[src/tdkr_pkg.sv]
// Shared types and constants for the tap dance key resolver.
package tdkr_pkg;

    localparam logic [4:0] MAX_PAIRS = 5'd16;
    localparam int RES_MAX = 3;

    localparam logic [2:0] ACT_PRESS       = 3'd0;
    localparam logic [2:0] ACT_RELEASE     = 3'd1;
    localparam logic [2:0] ACT_TICK        = 3'd2;
    localparam logic [2:0] ACT_OTHER_PRESS = 3'd3;
    localparam logic [2:0] ACT_MOUSE_MOVE  = 3'd4;
    localparam logic [2:0] ACT_CAPT_REL    = 3'd5;

    localparam logic [2:0] REG_PAIR_COUNT   = 3'd0;
    localparam logic [2:0] REG_TAPPING_TERM = 3'd1;
    localparam logic [2:0] REG_MOTION_LIMIT = 3'd2;
    localparam logic [2:0] REG_BALANCED_MODE = 3'd3;
    localparam logic [2:0] REG_POINTER_MASK = 3'd4;

    typedef enum logic [1:0] {
        TK_TAP     = 2'd0,
        TK_HOLD    = 2'd1,
        TK_OTHER   = 2'd2,
        TK_CAPTURE = 2'd3
    } kind_t;

    typedef enum logic [2:0] {
        PH_IDLE        = 3'd0,
        PH_PRESSED     = 3'd1,
        PH_TAP_OR_NEXT = 3'd2,
        PH_HOLD        = 3'd3,
        PH_HOOK        = 3'd4
    } phase_t;

    typedef struct packed {
        logic [4:0]  pair_count;
        logic [15:0] tapping_term;
        logic [15:0] motion_limit;
        logic        balanced_mode;
        logic [63:0] pointer_mask;
    } cfg_t;

    typedef struct packed {
        logic [2:0]         action;
        logic [7:0]         other_key;
        logic [5:0]         pointer_id;
        logic signed [15:0] delta_x;
        logic signed [15:0] delta_y;
    } item_t;

    typedef struct packed {
        kind_t      kind;
        logic [3:0] index;
        logic [7:0] key;
        logic       press;
    } res_t;

    typedef res_t [RES_MAX-1:0] res_vec_t;

    typedef struct packed {
        logic set_down;
        logic clr_down;
        logic start_seq;
        logic to_pressed;
        logic to_tap_next;
        logic tick;
        logic disarm;
        logic upd_sums;
        logic capture;
        logic tap;
        logic hold;
        logic hold_rel;
        logic other_press;
        logic other_rel;
    } dec_t;

endpackage

[src/tdkr_core.sv]
// Resolver state and the decision logic applied to one word per load.
module tdkr_core
    import tdkr_pkg::*;
(
    input  logic       clk,
    input  logic       rst_n,
    input  logic       load,
    input  cfg_t       cfg,
    input  item_t      item,
    output res_vec_t   res,
    output logic [1:0] res_count
);

    phase_t             phase_reg, phase_next;
    logic               pc_valid_reg, pc_valid_next;
    logic [3:0]         pc_reg, pc_next;
    logic [3:0]         hold_index_reg, hold_index_next;
    logic               listening_reg, listening_next;
    logic               down_reg, down_next;
    logic [15:0]        timer_reg, timer_next;
    logic               armed_reg, armed_next;
    logic signed [15:0] sum_x_reg, sum_x_next;
    logic signed [15:0] sum_y_reg, sum_y_next;
    logic [7:0]         capt_reg, capt_next;

    dec_t               dec;
    logic [4:0]         pairs;
    logic [3:0]         last_idx;
    logic [3:0]         cur_idx;
    logic [15:0]        timer_dec;
    logic [15:0]        term;
    logic signed [15:0] sx_new, sy_new;
    logic [16:0]        sx_sum, sy_sum, ax, ay;
    logic               moved;
    logic               hook_same;

    always_comb
    begin
        if (cfg.pair_count == 5'd0)
        begin
            pairs = 5'd1;
        end
        else if (cfg.pair_count > MAX_PAIRS)
        begin
            pairs = MAX_PAIRS;
        end
        else
        begin
            pairs = cfg.pair_count;
        end
        last_idx = 4'(pairs - 5'd1);
        if (!pc_valid_reg)
        begin
            cur_idx = 4'd0;
        end
        else if (pc_reg > last_idx)
        begin
            cur_idx = last_idx;
        end
        else
        begin
            cur_idx = pc_reg;
        end
        term      = (cfg.tapping_term == 16'd0) ? 16'd1 : cfg.tapping_term;
        timer_dec = timer_reg - 16'd1;
        hook_same = (phase_reg == PH_HOOK) && (item.other_key == capt_reg);
    end

    always_comb
    begin
        sx_sum = {sum_x_reg[15], sum_x_reg} + {item.delta_x[15], item.delta_x};
        sy_sum = {sum_y_reg[15], sum_y_reg} + {item.delta_y[15], item.delta_y};
        if (sx_sum[16] != sx_sum[15])
        begin
            sx_new = sx_sum[16] ? 16'sh8000 : 16'sh7FFF;
        end
        else
        begin
            sx_new = sx_sum[15:0];
        end
        if (sy_sum[16] != sy_sum[15])
        begin
            sy_new = sy_sum[16] ? 16'sh8000 : 16'sh7FFF;
        end
        else
        begin
            sy_new = sy_sum[15:0];
        end
        ax    = sx_new[15] ? (17'd0 - {sx_new[15], sx_new}) : {1'b0, sx_new};
        ay    = sy_new[15] ? (17'd0 - {sy_new[15], sy_new}) : {1'b0, sy_new};
        moved = (ax >= {1'b0, cfg.motion_limit}) || (ay >= {1'b0, cfg.motion_limit});
    end

    // Decision for the current word.
    always_comb
    begin
        dec = '0;
        case (item.action)
            ACT_PRESS:
            begin
                if (!down_reg)
                begin
                    dec.set_down = 1'b1;
                    dec.start_seq = (phase_reg == PH_IDLE);
                    dec.to_pressed = (phase_reg == PH_IDLE) || (phase_reg == PH_TAP_OR_NEXT);
                end
            end
            ACT_RELEASE:
            begin
                if (down_reg)
                begin
                    dec.clr_down = 1'b1;
                    case (phase_reg)
                        PH_HOLD:
                        begin
                            dec.hold_rel = 1'b1;
                        end
                        PH_PRESSED:
                        begin
                            if (pc_valid_reg && (pc_reg >= last_idx))
                            begin
                                dec.tap = 1'b1;
                            end
                            else
                            begin
                                dec.to_tap_next = 1'b1;
                            end
                        end
                        PH_HOOK:
                        begin
                            dec.tap = 1'b1;
                            dec.other_press = 1'b1;
                        end
                        default:
                        begin
                        end
                    endcase
                end
            end
            ACT_TICK:
            begin
                if (armed_reg)
                begin
                    dec.tick = 1'b1;
                    if (timer_dec == 16'd0)
                    begin
                        dec.disarm = 1'b1;
                        case (phase_reg)
                            PH_PRESSED:
                            begin
                                dec.hold = 1'b1;
                            end
                            PH_TAP_OR_NEXT:
                            begin
                                dec.tap = 1'b1;
                            end
                            PH_HOOK:
                            begin
                                dec.hold = 1'b1;
                                dec.other_press = 1'b1;
                            end
                            default:
                            begin
                            end
                        endcase
                    end
                end
            end
            ACT_OTHER_PRESS:
            begin
                if (listening_reg && !hook_same)
                begin
                    case (phase_reg)
                        PH_PRESSED:
                        begin
                            dec.capture = cfg.balanced_mode;
                            dec.hold = !cfg.balanced_mode;
                        end
                        PH_TAP_OR_NEXT:
                        begin
                            dec.tap = 1'b1;
                        end
                        PH_HOOK:
                        begin
                            dec.hold = 1'b1;
                            dec.other_press = 1'b1;
                        end
                        default:
                        begin
                        end
                    endcase
                end
            end
            ACT_MOUSE_MOVE:
            begin
                if (listening_reg && cfg.pointer_mask[item.pointer_id])
                begin
                    dec.upd_sums = 1'b1;
                    if (moved)
                    begin
                        dec.hold = (phase_reg == PH_PRESSED);
                        dec.tap = (phase_reg == PH_TAP_OR_NEXT);
                    end
                end
            end
            ACT_CAPT_REL:
            begin
                if (hook_same)
                begin
                    dec.hold = 1'b1;
                    dec.other_press = 1'b1;
                    dec.other_rel = 1'b1;
                end
            end
            default:
            begin
            end
        endcase
    end

    // Next state.
    always_comb
    begin
        phase_next      = phase_reg;
        pc_valid_next   = pc_valid_reg;
        pc_next         = pc_reg;
        hold_index_next = hold_index_reg;
        listening_next  = listening_reg;
        down_next       = down_reg;
        timer_next      = timer_reg;
        armed_next      = armed_reg;
        sum_x_next      = sum_x_reg;
        sum_y_next      = sum_y_reg;
        capt_next       = capt_reg;
        if (dec.set_down)
        begin
            down_next = 1'b1;
        end
        if (dec.clr_down)
        begin
            down_next = 1'b0;
        end
        if (dec.start_seq)
        begin
            listening_next = 1'b1;
            sum_x_next = '0;
            sum_y_next = '0;
        end
        if (dec.to_pressed)
        begin
            phase_next = PH_PRESSED;
            if (!pc_valid_reg)
            begin
                pc_valid_next = 1'b1;
                pc_next = 4'd0;
            end
            else if (pc_reg < last_idx)
            begin
                pc_next = pc_reg + 4'd1;
            end
            timer_next = term;
            armed_next = 1'b1;
        end
        if (dec.to_tap_next)
        begin
            phase_next = PH_TAP_OR_NEXT;
            timer_next = term;
            armed_next = 1'b1;
        end
        if (dec.tick)
        begin
            timer_next = timer_dec;
        end
        if (dec.disarm)
        begin
            armed_next = 1'b0;
        end
        if (dec.upd_sums)
        begin
            sum_x_next = sx_new;
            sum_y_next = sy_new;
        end
        if (dec.capture)
        begin
            phase_next = PH_HOOK;
            capt_next = item.other_key;
        end
        if (dec.tap)
        begin
            phase_next = PH_IDLE;
            pc_valid_next = 1'b0;
            listening_next = 1'b0;
        end
        if (dec.hold)
        begin
            phase_next = PH_HOLD;
            hold_index_next = cur_idx;
            pc_valid_next = 1'b0;
        end
        if (dec.hold_rel)
        begin
            phase_next = PH_IDLE;
            listening_next = 1'b0;
        end
    end

    // Result words, in the order they are sent.
    always_comb
    begin
        res       = '0;
        res_count = 2'd0;
        if (dec.tap)
        begin
            res[0] = '{kind: TK_TAP, index: cur_idx, key: 8'd0, press: 1'b1};
            res[1] = '{kind: TK_TAP, index: cur_idx, key: 8'd0, press: 1'b0};
            res_count = 2'd2;
            if (dec.other_press)
            begin
                res[2] = '{kind: TK_OTHER, index: 4'd0, key: capt_reg, press: 1'b1};
                res_count = 2'd3;
            end
        end
        else if (dec.hold)
        begin
            res[0] = '{kind: TK_HOLD, index: cur_idx, key: 8'd0, press: 1'b1};
            res_count = 2'd1;
            if (dec.other_press)
            begin
                res[1] = '{kind: TK_OTHER, index: 4'd0, key: capt_reg, press: 1'b1};
                res_count = 2'd2;
                if (dec.other_rel)
                begin
                    res[2] = '{kind: TK_OTHER, index: 4'd0, key: capt_reg, press: 1'b0};
                    res_count = 2'd3;
                end
            end
        end
        else if (dec.hold_rel)
        begin
            res[0] = '{kind: TK_HOLD, index: hold_index_reg, key: 8'd0, press: 1'b0};
            res_count = 2'd1;
        end
        else if (dec.capture)
        begin
            res[0] = '{kind: TK_CAPTURE, index: 4'd0, key: item.other_key, press: 1'b1};
            res_count = 2'd1;
        end
    end

    always_ff @(posedge clk or negedge rst_n)
    begin
        if (!rst_n)
        begin
            phase_reg      <= PH_IDLE;
            pc_valid_reg   <= 1'b0;
            pc_reg         <= 4'd0;
            hold_index_reg <= 4'd0;
            listening_reg  <= 1'b0;
            down_reg       <= 1'b0;
            timer_reg      <= 16'd0;
            armed_reg      <= 1'b0;
            sum_x_reg      <= '0;
            sum_y_reg      <= '0;
            capt_reg       <= 8'd0;
        end
        else if (load)
        begin
            phase_reg      <= phase_next;
            pc_valid_reg   <= pc_valid_next;
            pc_reg         <= pc_next;
            hold_index_reg <= hold_index_next;
            listening_reg  <= listening_next;
            down_reg       <= down_next;
            timer_reg      <= timer_next;
            armed_reg      <= armed_next;
            sum_x_reg      <= sum_x_next;
            sum_y_reg      <= sum_y_next;
            capt_reg       <= capt_next;
        end
    end

endmodule

[src/tdkr_outbuf.sv]
// Result buffer that sends up to three result words, one per cycle while the receiver is ready.
module tdkr_outbuf
    import tdkr_pkg::*;
(
    input  logic       clk,
    input  logic       rst_n,
    input  logic       load_req,
    input  res_vec_t   load_res,
    input  logic [1:0] load_count,
    output logic       load_ok,
    output logic       out_valid,
    input  logic       out_ready,
    output res_t       out_res,
    output logic       out_last
);

    res_vec_t   res_reg;
    logic [1:0] cnt_reg, cnt_next;
    logic       pop;
    logic       do_load;

    assign pop       = out_valid && out_ready;
    assign load_ok   = (cnt_reg == 2'd0) || ((cnt_reg == 2'd1) && out_ready);
    assign do_load   = load_req && load_ok;
    assign out_valid = (cnt_reg != 2'd0);
    assign out_res   = res_reg[0];
    assign out_last  = (cnt_reg == 2'd1);

    always_comb
    begin
        cnt_next = cnt_reg;
        if (do_load)
        begin
            cnt_next = load_count;
        end
        else if (pop)
        begin
            cnt_next = cnt_reg - 2'd1;
        end
    end

    always_ff @(posedge clk or negedge rst_n)
    begin
        if (!rst_n)
        begin
            cnt_reg <= 2'd0;
        end
        else
        begin
            cnt_reg <= cnt_next;
        end
    end

    always_ff @(posedge clk)
    begin
        if (do_load)
        begin
            res_reg <= load_res;
        end
        else if (pop)
        begin
            res_reg[0] <= res_reg[1];
            res_reg[1] <= res_reg[2];
        end
    end

endmodule

[src/tap_dance_key_resolver_top.sv]
// Top level of the tap dance key resolver: registers, input stage and result buffer.
//
// Input words (press, release, tick, other key press, mouse move, captured key
// release) arrive on a valid/ready channel and are registered on acceptance.
// The registered word is resolved against the key state in one pass, and its
// zero to three result words are loaded into the result buffer when it can
// take them. Result words leave on a second valid/ready channel, one per cycle
// while the receiver is ready, with last marking the final word caused by an
// input word. The first result word is offered once its input word has been
// resolved and loaded into the result buffer.
// While the receiver is ready, an input word that gives at most one result can
// be accepted in every cycle; words giving more are limited by the result
// buffer, which sends one word per cycle and reloads only as its last word leaves.
// When the receiver stalls, the buffer holds its words and the input stage
// holds one more word, after which in_ready falls.
// Configuration registers are written through cfg_write, cfg_index and cfg_data
// while the block is idle, which the user must keep; the block does not enforce
// it. Reset restores the register defaults, idles the key and empties both stages.
module tap_dance_key_resolver_top
    import tdkr_pkg::*;
(
    input  logic               clk,
    input  logic               rst_n,
    input  logic               cfg_write,
    input  logic [2:0]         cfg_index,
    input  logic [63:0]        cfg_data,
    input  logic               in_valid,
    output logic               in_ready,
    input  logic [2:0]         action,
    input  logic [7:0]         other_key,
    input  logic [5:0]         pointer_id,
    input  logic signed [15:0] delta_x,
    input  logic signed [15:0] delta_y,
    output logic               out_valid,
    input  logic               out_ready,
    output logic [1:0]         target_kind,
    output logic [3:0]         target_index,
    output logic [7:0]         target_key,
    output logic               is_press,
    output logic               last
);

    cfg_t       cfg_reg;
    item_t      item_reg;
    logic       item_valid_reg, item_valid_next;
    logic       in_fire;
    logic       load_ok;
    res_vec_t   core_res;
    logic [1:0] core_count;
    res_t       out_res;

    assign in_ready = !item_valid_reg || load_ok;
    assign in_fire  = in_valid && in_ready;

    always_comb
    begin
        item_valid_next = item_valid_reg;
        if (in_fire)
        begin
            item_valid_next = 1'b1;
        end
        else if (load_ok)
        begin
            item_valid_next = 1'b0;
        end
    end

    always_ff @(posedge clk or negedge rst_n)
    begin
        if (!rst_n)
        begin
            item_valid_reg <= 1'b0;
        end
        else
        begin
            item_valid_reg <= item_valid_next;
        end
    end

    always_ff @(posedge clk)
    begin
        if (in_fire)
        begin
            item_reg <= '{action: action, other_key: other_key, pointer_id: pointer_id,
                          delta_x: delta_x, delta_y: delta_y};
        end
    end

    always_ff @(posedge clk or negedge rst_n)
    begin
        if (!rst_n)
        begin
            cfg_reg.pair_count    <= 5'd1;
            cfg_reg.tapping_term  <= 16'd200;
            cfg_reg.motion_limit  <= 16'd10;
            cfg_reg.balanced_mode <= 1'b0;
            cfg_reg.pointer_mask  <= 64'd0;
        end
        else if (cfg_write)
        begin
            case (cfg_index)
                REG_PAIR_COUNT:    cfg_reg.pair_count    <= cfg_data[4:0];
                REG_TAPPING_TERM:  cfg_reg.tapping_term  <= cfg_data[15:0];
                REG_MOTION_LIMIT:  cfg_reg.motion_limit  <= cfg_data[15:0];
                REG_BALANCED_MODE: cfg_reg.balanced_mode <= cfg_data[0];
                REG_POINTER_MASK:  cfg_reg.pointer_mask  <= cfg_data;
                default:
                begin
                end
            endcase
        end
    end

    tdkr_core u_core
    (
        .clk       (clk),
        .rst_n     (rst_n),
        .load      (item_valid_reg && load_ok),
        .cfg       (cfg_reg),
        .item      (item_reg),
        .res       (core_res),
        .res_count (core_count)
    );

    tdkr_outbuf u_outbuf
    (
        .clk        (clk),
        .rst_n      (rst_n),
        .load_req   (item_valid_reg),
        .load_res   (core_res),
        .load_count (core_count),
        .load_ok    (load_ok),
        .out_valid  (out_valid),
        .out_ready  (out_ready),
        .out_res    (out_res),
        .out_last   (last)
    );

    assign target_kind  = out_res.kind;
    assign target_index = out_res.index;
    assign target_key   = out_res.key;
    assign is_press     = out_res.press;

endmodule

[config.mk]
export PLATFORM = sky130hd
export DESIGN_NAME = tap_dance_key_resolver_top
export DESIGN_NICKNAME = d
export VERILOG_FILES = /design/src/tdkr_pkg.sv /design/src/tdkr_core.sv /design/src/tdkr_outbuf.sv /design/src/tap_dance_key_resolver_top.sv
export SDC_FILE = /design/constraint.sdc
export NUM_CORES = 1
export LEC_CHECK = 0
export BUFFER_PORTS_ARGS = -buffer_cell sky130_fd_sc_hd__buf_2
export CAP_MARGIN = 10
export CORE_ASPECT_RATIO = 1.25
export CORE_UTILIZATION = 50
export DETAILED_ROUTE_END_ITERATION = 7
export HOLD_SLACK_MARGIN = 0.15
export MAX_ROUTING_LAYER = met4
export PLACE_DENSITY = 0.76
export SLEW_MARGIN = 20
export SYNTH_ARGS = -nofsm -noshare
export SYNTH_HDL_FRONTEND = slang
export SYNTH_HIERARCHICAL = 1
export SYNTH_SLANG_ARGS = --single-unit
[constraint.sdc]
create_clock -name clk -period 15.2 [get_ports clk]
set_clock_uncertainty 0.05 [all_clocks]
set_input_delay 0 -clock clk [delete_from_list [all_inputs] [get_ports clk]]
set_output_delay 0 -clock clk [all_outputs]
set_load 0.05 [all_outputs]
; ---- Word-level counts from Yosys, hierarchy flattened
; Index checks and enable logic that the tools add are counted.
[word_totals]
regBits = 270
inputBits = 121
out_inout_bits = 18
word_cells = 215
[classes]
addsub = 8
n_lt_le_gt_ge = 7
n_eq_ne = 18
muxes = 99
n_reduce_logical = 48
[op_table]
columns = op, count
row1 = 2-to-1 mux 16 bit, 11
row2 = 2-to-1 mux 30 bit, 4
row3 = 2-to-1 mux 15 bit, 5
row4 = 2-to-1 mux 45 bit, 1
row5 = 2-to-1 mux 1 bit, 41
row6 = adder 16 x 16 -> 17 bit, 2
row7 = greater-or-equal comparator 17 x 16 -> 1 bit, 2
row8 = 2-to-1 mux 17 bit, 2
row9 = subtractor 1 x 16 -> 17 bit (first input constant), 2
row10 = logical NOT 16 bit, 2
row11 = 2-to-1 mux 2 bit, 16
row12 = AND reduction 2 bit, 14
row13 = 2-to-1 mux 4 bit, 6
row14 = 2-to-1 mux 3 bit, 7
row15 = == test 3 x 2 -> 1 bit (second input constant), 6
row16 = subtractor 16 x 1 -> 16 bit (second input constant), 1
row17 = == test 3 bit (second input constant), 4
row18 = one-hot mux 1 bit (4 select lines), 3
row19 = nonzero test 3 bit, 4
row20 = nonzero test 2 bit, 5
row21 = == test 3 x 1 -> 1 bit (second input constant), 3
row22 = logical NOT 3 bit, 3
row23 = == test 8 bit, 1
row24 = logical AND 1 bit, 8
row25 = 20 further kinds, 27

; ---- Longest topological paths before layout
; Gate-level depths: netlist (run 1).
[logic_depth]
ltp_word = 15
ltp_mapped = 32
mapped_depth_nobuf = 31

; ---- Modules after synthesis
; The synthesis (run 1) kept the hierarchy.
[by_module_without_submodules]
columns = module, n_inst, cells_per_inst, area_per_inst_um2, seq_area_each_um2
row1 = tdkr_core, 1, 1049, 8461.9, 1776.7
row2 = tap_dance_key_resolver_top, 1, 274, 5701.7, 4056.4
row3 = tdkr_outbuf, 1, 114, 2019.4, 1401.3

; ---- Least setup slack after synthesis (run 1)
; No wires, ideal clock.
[synth_timing]
path_kind = register to register
start = register item_reg[0] (netlist bit)
end = register u_outbuf.res_reg, in the netlist u_outbuf/out_res[0] (data pin)
setup_time_ns = 0.260
arrival_time_ns = 6.478
required_ns = 14.890
slack_ns = 8.412
stages_incl_launch_ff = 30
path_buffers = 2
period_less_slack_ns = 6.788
cell_sequence = edfxtp_1 ha_1 fa_1 a21o_1 a21o_1 a21oi_1 or2_2 a21oi_1 o22ai_1 clkbuf_1 nand2_1 a21oi_1 ha_1 inv_1 or2_2 nor4_1 nor4b_2 nand2_1 mux2_2 o221ai_1 ha_1 a21o_1 a211o_1 a2111oi_0 o311ai_0 nand3_1 and4_1 buf_6 or2b_1 mux2_2
[synth_rtl]
columns = item, line_no
row1 = start: declaration, tap_dance_key_resolver_top.sv:44  ; item_t item_reg;
row2 = start signal: assignment, tap_dance_key_resolver_top.sv:84  ; item_reg <= '{action: action, other_key: other_key, pointer_id: pointer_id,
row3 = end signal: assignment, tdkr_outbuf.sv:58  ; res_reg <= load_res;
row4 = end: declaration, tdkr_outbuf.sv:17  ; res_vec_t res_reg;

==> results of run 1 <==
worst min-delay path, stage by stage:
cell and delay [ns]:
dlygate4sd3_1 0.52, buf_2 0.10, mux2_4 0.13
final timing paths:
path	slack (ns)	endpoint	from	cells past startpoint
setup / recovery	7.11	u_outbuf/res_reg[20]	item_reg[0]	29
hold / removal	0.17	cfg_reg[29]	cfg_data[29]	3
setup reg to reg	7.11	u_outbuf/res_reg[20]	item_reg[0]	29
hold reg to reg	0.45	u_core/sum_x_reg[5]	u_core/sum_x_reg[5]	2
max in group asynchronous	13.82	u_core/timer_reg[4]	rst_n	4
min in group asynchronous	0.60	u_core/sum_y_reg[4]	rst_n	4
layout make-up:
class                      instances  area, um2  area share
multi-input combinational       1033       8185      0.4103
inverter                          55      206.4     0.01035
tap                              412      515.5     0.02584
clock buffer                      40      764.5     0.03832
timing repair buffer             361       2927      0.1467
clock inverter                    10      112.6    0.005644
sequential                       270       7234      0.3626
antenna                            2      5.005   0.0002509
through the flow:
stage	instances	hold WS, ns	instance area [um2]
global route	2183	0.1694	19950
CTS	2181	0.1503	19940
floorplan	1442	-0.3456	16200
detailed placement	1919	0.1168	16920
finish	2183	0.1705	19950
global placement	1919	0.1058	16920
cell families (layout without fill, tap and decap cells):
| kind of cell | Yosys count | after routing | share of synthesized area |
|---|---|---|---|
| compound gates | 327 | 327 | 0.1312 |
| xor+xnor | 62 | 62 | 0.03355 |
| fa+ha+maj | 78 | 78 | 0.06123 |
| buf+inv | 139 | 466 | 0.04925 |
| flops | 270 | 270 | 0.4470 |
| mux | 173 | 173 | 0.1454 |
| other cells | 1 | 8 | 0.0002317 |
| simple gates | 387 | 387 | 0.1321 |
layer usage:
layer  vias up  part of all wire
met2       382              0.51
li1       5948                 -
met5         -                 0
met3        98             0.045
met1      6070              0.40
met4         0             0.037
synthesized netlist by cell type, drive strengths merged (8+ instances only):
cell,instances,area [um2]
mux2,144,1851
a21o,19,142.6
clkbuf,35,151.4
inv,55,206.4
or2,8,50.05
or3,10,62.56
xor2,32,280.3
o22ai,15,93.84
dfrtp,170,4254
nand2b,13,81.33
o21a,8,60.06
nor2,71,269.0
mux2i,12,120.1
a211oi,8,65.06
mux4,17,382.9
o21ai,101,505.5
nand2,82,315.3
xnor2,30,262.8
ha,76,950.9
nor2b,16,100.1
o211ai,8,65.06
nand4,16,100.1
nand3,44,220.2
edfxtp,94,2823
nor3,36,180.2
nor4,19,146.4
and2,21,131.4
a22oi,9,67.56
a21oi,90,457.9
buf,49,439.2
power by group through the flow:
stage	Clock [W]	Combinational, W	Sequential [W]
final	0.000677	0.000900	0.00104
after global routing	0.000717	0.000978	0.00105
after CTS	0.000683	0.000887	0.00103
after detailed placement	0	0.000838	0.00104
after global placement	0	0.000813	0.00103
after floorplan	0	0.000701	0.000999
what timing repair did:
action,4_1_cts,5_1_grt
hold buffers,212,0
gates resized for setup,0,0
endpoints found under the hold margin,248,0
==> run metrics, run 1 <==
# IOs between 100 and 150; TritonCTS clock tree done; GRT Total Usage 0.2631; Core ar. between 30000 and 40000 um2; Synth Warn # 6; post-route minimum period ~8.1 ns; slew margin rel. 0.3146; 1st-iter DRT viols approximately 790; Final Max Slew Viols 0; Area growth, synth to finish 23.28%; sequential area share after synthesis 0.4470; RSZ-0062 raised after global routing no; Critical Path End Type register; nets approximately 2000; Distinct cells, synth between 100 and 150; most common cell after layout, fill and taps aside dlygate4sd3_1; # H-tree levels 1; final period utilization 0.5320; CP Launch Type register; internal power between 0.0015 and 0.002 W; Sw Share 0.3438; number of CTS-inserted buffers 27; largest net degree at the start of global routing 95; post-route setup slack 7.113 ns; met2 Use GR 0.4568; Placer Congestion a little over 0.9; GRT busiest layer met2; Chip Width roughly 160 um; Largest register FFs between 100 and 150; Clk Latency, worst-skew pair about 0.56 ns; critical path's top delay family compound AO/OA/AOI/OAI gates; total congestion overflow 0; Post-synth EDFFs 94; # Post-CTS Setup Buffers 0; overall power between 0.002 and 0.003 W; Setup CP Type register to register; worst min-delay path category primary input to register; VDD IR max approximately 0.23 mV; drt pass-1 iters 7; met3 GRT Util 0.03091; die area around 33000 um2; Post-synth ARST share 0.6519; Critical Path AT ~8.4 ns; num rows 73; commonest cells after routing, fill and taps aside 211 x dlygate4sd3_1, 170 x dfrtp_1, 137 x buf_2; required time worst endpoint about 15 ns; Filler Cell Count 2496; Via density about 5.7; status finished clean; final hold vios 0; vias post-DR ~12000; chip height 203.1 um; # setup viols final 0; pwr dens between 100 and 150 nW/um2; Syn Inst Count around 1400; post-route setup TNS 0 ns; root buffer cell clkbuf_16; WP buf/inv 2; CP max stage cell nor4b_2; vias in the first global route 12930; Psw about 0.00090 W; Starting Density 0.5091; Seq pwr share 0.397; ys flop type dfrtp_1; input/output buffers between 100 and 150; Max Cap Viol 0; layout cells sized above 1 0.2261; Core Util, Final 0.6277; CTS Sinks between 200 and 300; Worst-Margin Slew 1.028 ns; Clock transition at path regs about 0.070 ns; DRC Markers 0; crit-path max FO 20; Pleak around 8.6 nW; DRT antenna net count 0; Max clock buf depth 3; Clock Power Share 0.259; routed wire length per instance ~19 um; initial antenna violation count 2; Post-Syn Area approximately 16000 um2; register bit total from synthesis 270; first-pass GRT wire length around 67000 um; DRT Wirelength 41690 um; pre-CTS setup slack between 7 and 8 ns; met1 Resource Use GR 0.3093; Post-DP HPWL 26380 um; combinational power share 0.345; slowest stage delay, CP roughly 0.44 ns; Mean Syn Cell Area 11.26 um2; fmax 123.7 MHz
Note: power is estimated with default switching activity, not from simulation.
==> run 2: changes to the inputs <==
ABC_AREA = 1   (was not set)
clock period = 8.21 ns   (was 15.2 ns; I/O delays follow)
==> run metrics, run 2 <==
status finished clean; CTS Sinks 270 (unchanged); num rows 73 (unchanged); VDD IR max 0.4426 mV (+96%); register bit total from synthesis 270 (unchanged); vias in the first global route 16130 (+25%); Worst R2R Setup Slack 2.64 ns (-4.48 ns); combinational power share 0.590 (+0.245); critical path's top delay family simple AND/OR/NAND/NOR gates; drt pass-1 iters 6 (-1); Filler Cell Count 2511 (+0.60%); sequential area share after synthesis 0.4421 (-0.004956); Post-synth ARST share 0.6519 (unchanged); commonest cells after routing, fill and taps aside 746 x nand2_1, 275 x dlygate4sd3_1, 253 x nand3_1; Mean Syn Cell Area 7.701 um2 (-32%); Final Non-Filler Cells 2935 (+34%); TritonCTS clock tree done; number of CTS-inserted buffers 29 (+7.4%); slowest stage delay, CP 0.41 ns (-0.03 ns); total congestion overflow 0 (unchanged); Starting Density 0.5119 (+0.002766); top post-synthesis cells by area dfrtp_1 26%, edfxtp_1 17%, nand2_1 17%, nand3_1 7.8%, ha_1 5.8%; top-count cell post-synth nand2_1; CP Launch Type register; Critical Path AT 5.86 ns (-2.49 ns); Post-Synth Simple-Gate Area 0.3289 (+0.1969); Worst R2R End u_outbuf/res_reg[29]; cts repair resizes 0 (unchanged); Synth Warn # 6 (unchanged); DRT Wirelength 48040 um (+15%); pre-CTS setup slack 2.698 ns (-4.466 ns); root buffer cell clkbuf_16; post-route setup slack 2.638 ns (-4.475 ns); Clock Power Share 0.153 (-0.106); pwr dens 403.3 nW/um2 (+210%); WP buf/inv 3 (+1); Worst Hold Launch cfg_data[3]; synth cell count leaders 746 x nand2_1, 254 x nand3_1, 204 x inv_1, 170 x dfrtp_1, 141 x nor2_1; input/output buffers 138 (unchanged); DRC Markers 0 (unchanged); Via density 5.463 (-4.6%); Max Cap Viol 0 (unchanged); # H-tree levels 1 (unchanged); crit-path max FO 16 (-20%); Core ar. 31970 um2 (+0.57%); internal power 0.004309 W (+150%); fmax 179.5 MHz (+45%); ys flop type dfrtp_1; Placer Congestion 0.9263 (+1.6%); nets 2696 (+38%); Post-Syn Area 16360 um2 (+1.1%); GRT Total Usage 0.2983 (+0.03519); final period utilization 0.6787 (+0.1467); Clk Latency, worst-skew pair 0.59 ns (+0.03 ns); Post-DP HPWL 27620 um (+4.7%); post-route minimum period 5.572 ns (-2.515 ns); WHS Endpoint cfg_reg[84]; Sw Share 0.4880 (+0.1442); final hold vios 0 (unchanged); slew margin rel. 0.2403 (-0.07426); Clock transition at path regs 0.06 ns (about the same); Setup CP Type register to register; required time worst endpoint 8.50 ns (-6.96 ns); 1st-iter DRT viols 1404 (+78%); Post-synth EDFFs 94 (unchanged); first-pass GRT wire length 78000 um (+16%); CP max stage cell fa_1; Seq pwr share 0.257 (-0.140); worst min-delay path category primary input to register; xor/xnor cell area share of the yosys netlist 0.02730 (-0.006259); dpl cells 2601 (+36%); die area 33460 um2 (+1.1%); mux share of post-synthesis cell area 0 (-0.1454); routed wire length per instance 16.37 um (-14%); DRT antenna net count 0 (unchanged); layout cells sized above 1 0.1060 (-0.1202); largest family of logic cells by synthesized area simple AND/OR/NAND/NOR gates; most common cell after layout, fill and taps aside nand2_1; Area growth, synth to finish 27.49%; chip height 204.3 um (+0.55%); largest net degree at the start of global routing 95 (unchanged); post-route setup TNS 0 ns (unchanged); reg2reg start item_reg[16]; Critical Path End Type register; # IOs 139 (unchanged); RSZ-0062 raised after global routing no; Chip Width 163.8 um (+0.55%); top-area cell type share of the netlist area 0.2600 (-0.002914); Largest register FFs 102 (unchanged); initial antenna violation count 3 (+1); Psw 0.004107 W (+360%); hold path depth 4 (+1); Worst-Margin Slew 1.138 ns (+0.1101 ns); Pleak 10.34 nW (+21%); vias post-DR 16030 (+28%); compound-gate portion of the synthesized area 0.05704 (-0.07417); # setup viols final 0 (unchanged); post-synth top area cell dfrtp_1; Max clock buf depth 3 (unchanged); Post-Synth Adder-Cell Area 0.06056 (-0.0006789); R2R depth 33 (+14%); Final Max Slew Viols 0 (unchanged); CP dominant cell by count nand2_1; Distinct cells, synth 53 (-48%); Syn Inst Count 2125 (+48%)
-- run 2: changes by cell type after synthesis, sizes merged, moves of 17 or more --
| cell | before | now |
|---|---|---|
| mux2 | 144 | 0 |
| nand2 | 82 | 780 |
| nor2 | 71 | 152 |
| and2 | 21 | 3 |
| inv | 55 | 214 |
| mux4 | 17 | 0 |
| a21oi | 90 | 52 |
| nor3 | 36 | 13 |
| xnor2 | 30 | 13 |
| nand3 | 44 | 255 |
| buf | 49 | 69 |
| a21o | 19 | 1 |
-- run 2: worst max path at each step --
stage	start	end	slack [ns]	depth (start not counted)
floorplan	item_reg[16]	u_outbuf/res_reg[29]	3.60	36
global placement	item_reg[16]	u_outbuf/out_res[11]	2.92	37
detailed placement	item_reg[16]	u_outbuf/res_reg[29]	2.70	34
CTS	item_reg[16]	u_outbuf/res_reg[29]	2.71	34
global route	item_reg[16]	u_outbuf/out_res[10]	2.08	35
finish	item_reg[16]	u_outbuf/res_reg[29]	2.64	33
-- run 2: kinds of logic (layout without fill, tap and decap cells) --
kind of cell | Yosys count | count (layout)
simple gates | 1252 | 1252
fa+ha+maj | 78 | 78
flops | 270 | 270
xor+xnor | 51 | 51
other cells | 1 | 9
buf+inv | 304 | 694
compound gates | 169 | 169
-- run 2: stage by stage --
stage / utilization / hold WS, ns / cell area, um2 / power (W)
2_1_floorplan: - / -0.3456 / 16380 / 0.005907
3_3_place_gp: 0.5357 / 0.1031 / 17120 / 0.006770
3_5_place_dp: 0.5357 / 0.1054 / 17120 / 0.006918
4_1_cts: 0.6521 / 0.1530 / 20850 / 0.008328
5_1_grt: 0.6526 / 0.2201 / 20860 / 0.009153
6_report: 0.6526 / 0.2017 / 20860 / 0.008415
-- run 2: layout make-up --
| type | instances | area (um2) | share of cell area |
|---|---|---|---|
| diodes | 3 | 7.507 | 0.0003598 |
| well taps | 412 | 515.5 | 0.02471 |
| multi-input cells | 1556 | 7797 | 0.3737 |
| clock buffers | 44 | 853.3 | 0.04090 |
| clock inverters | 10 | 70.07 | 0.003358 |
| flip-flops and latches | 270 | 7234 | 0.3467 |
| repair buffers | 424 | 3568 | 0.1710 |
| inverters | 216 | 817.0 | 0.03916 |
-- run 2: per-layer routing --
layer | vias to the layer above | share of wire | global-route usage
met3 | 236 | 0.055 | 0.03551
met4 | 0 | 0.052 | 0.1518
met5 | - | 0 | -
met2 | 715 | 0.50 | 0.5260
li1 | 7608 | - | -
met1 | 7474 | 0.39 | 0.3291
-- run 2: timing repair --
item / in CTS / in global routing
buffers inserted: 0 / 0
hold endpoints to repair: 280 / 0
hold buffers: 277 / 0
-- run 2: power groups by stage --
| stage | registers, W | clock network [W] | logic (W) |
|---|---|---|---|
| 2_1_floorplan | 0.00209 | 0 | 0.00382 |
| 3_3_place_gp | 0.00215 | 0 | 0.00462 |
| 4_1_cts | 0.00215 | 0.00130 | 0.00488 |
| 5_1_grt | 0.00221 | 0.00135 | 0.00559 |
| 6_report | 0.00217 | 0.00129 | 0.00496 |
| 3_5_place_dp | 0.00217 | 0 | 0.00475 |
-- run 2: tightest hold or removal path, stage by stage --
cell and delay [ns]:
dlygate4sd3_1 0.52, buf_2 0.17, nand3_1 0.09, nand2_1 0.05
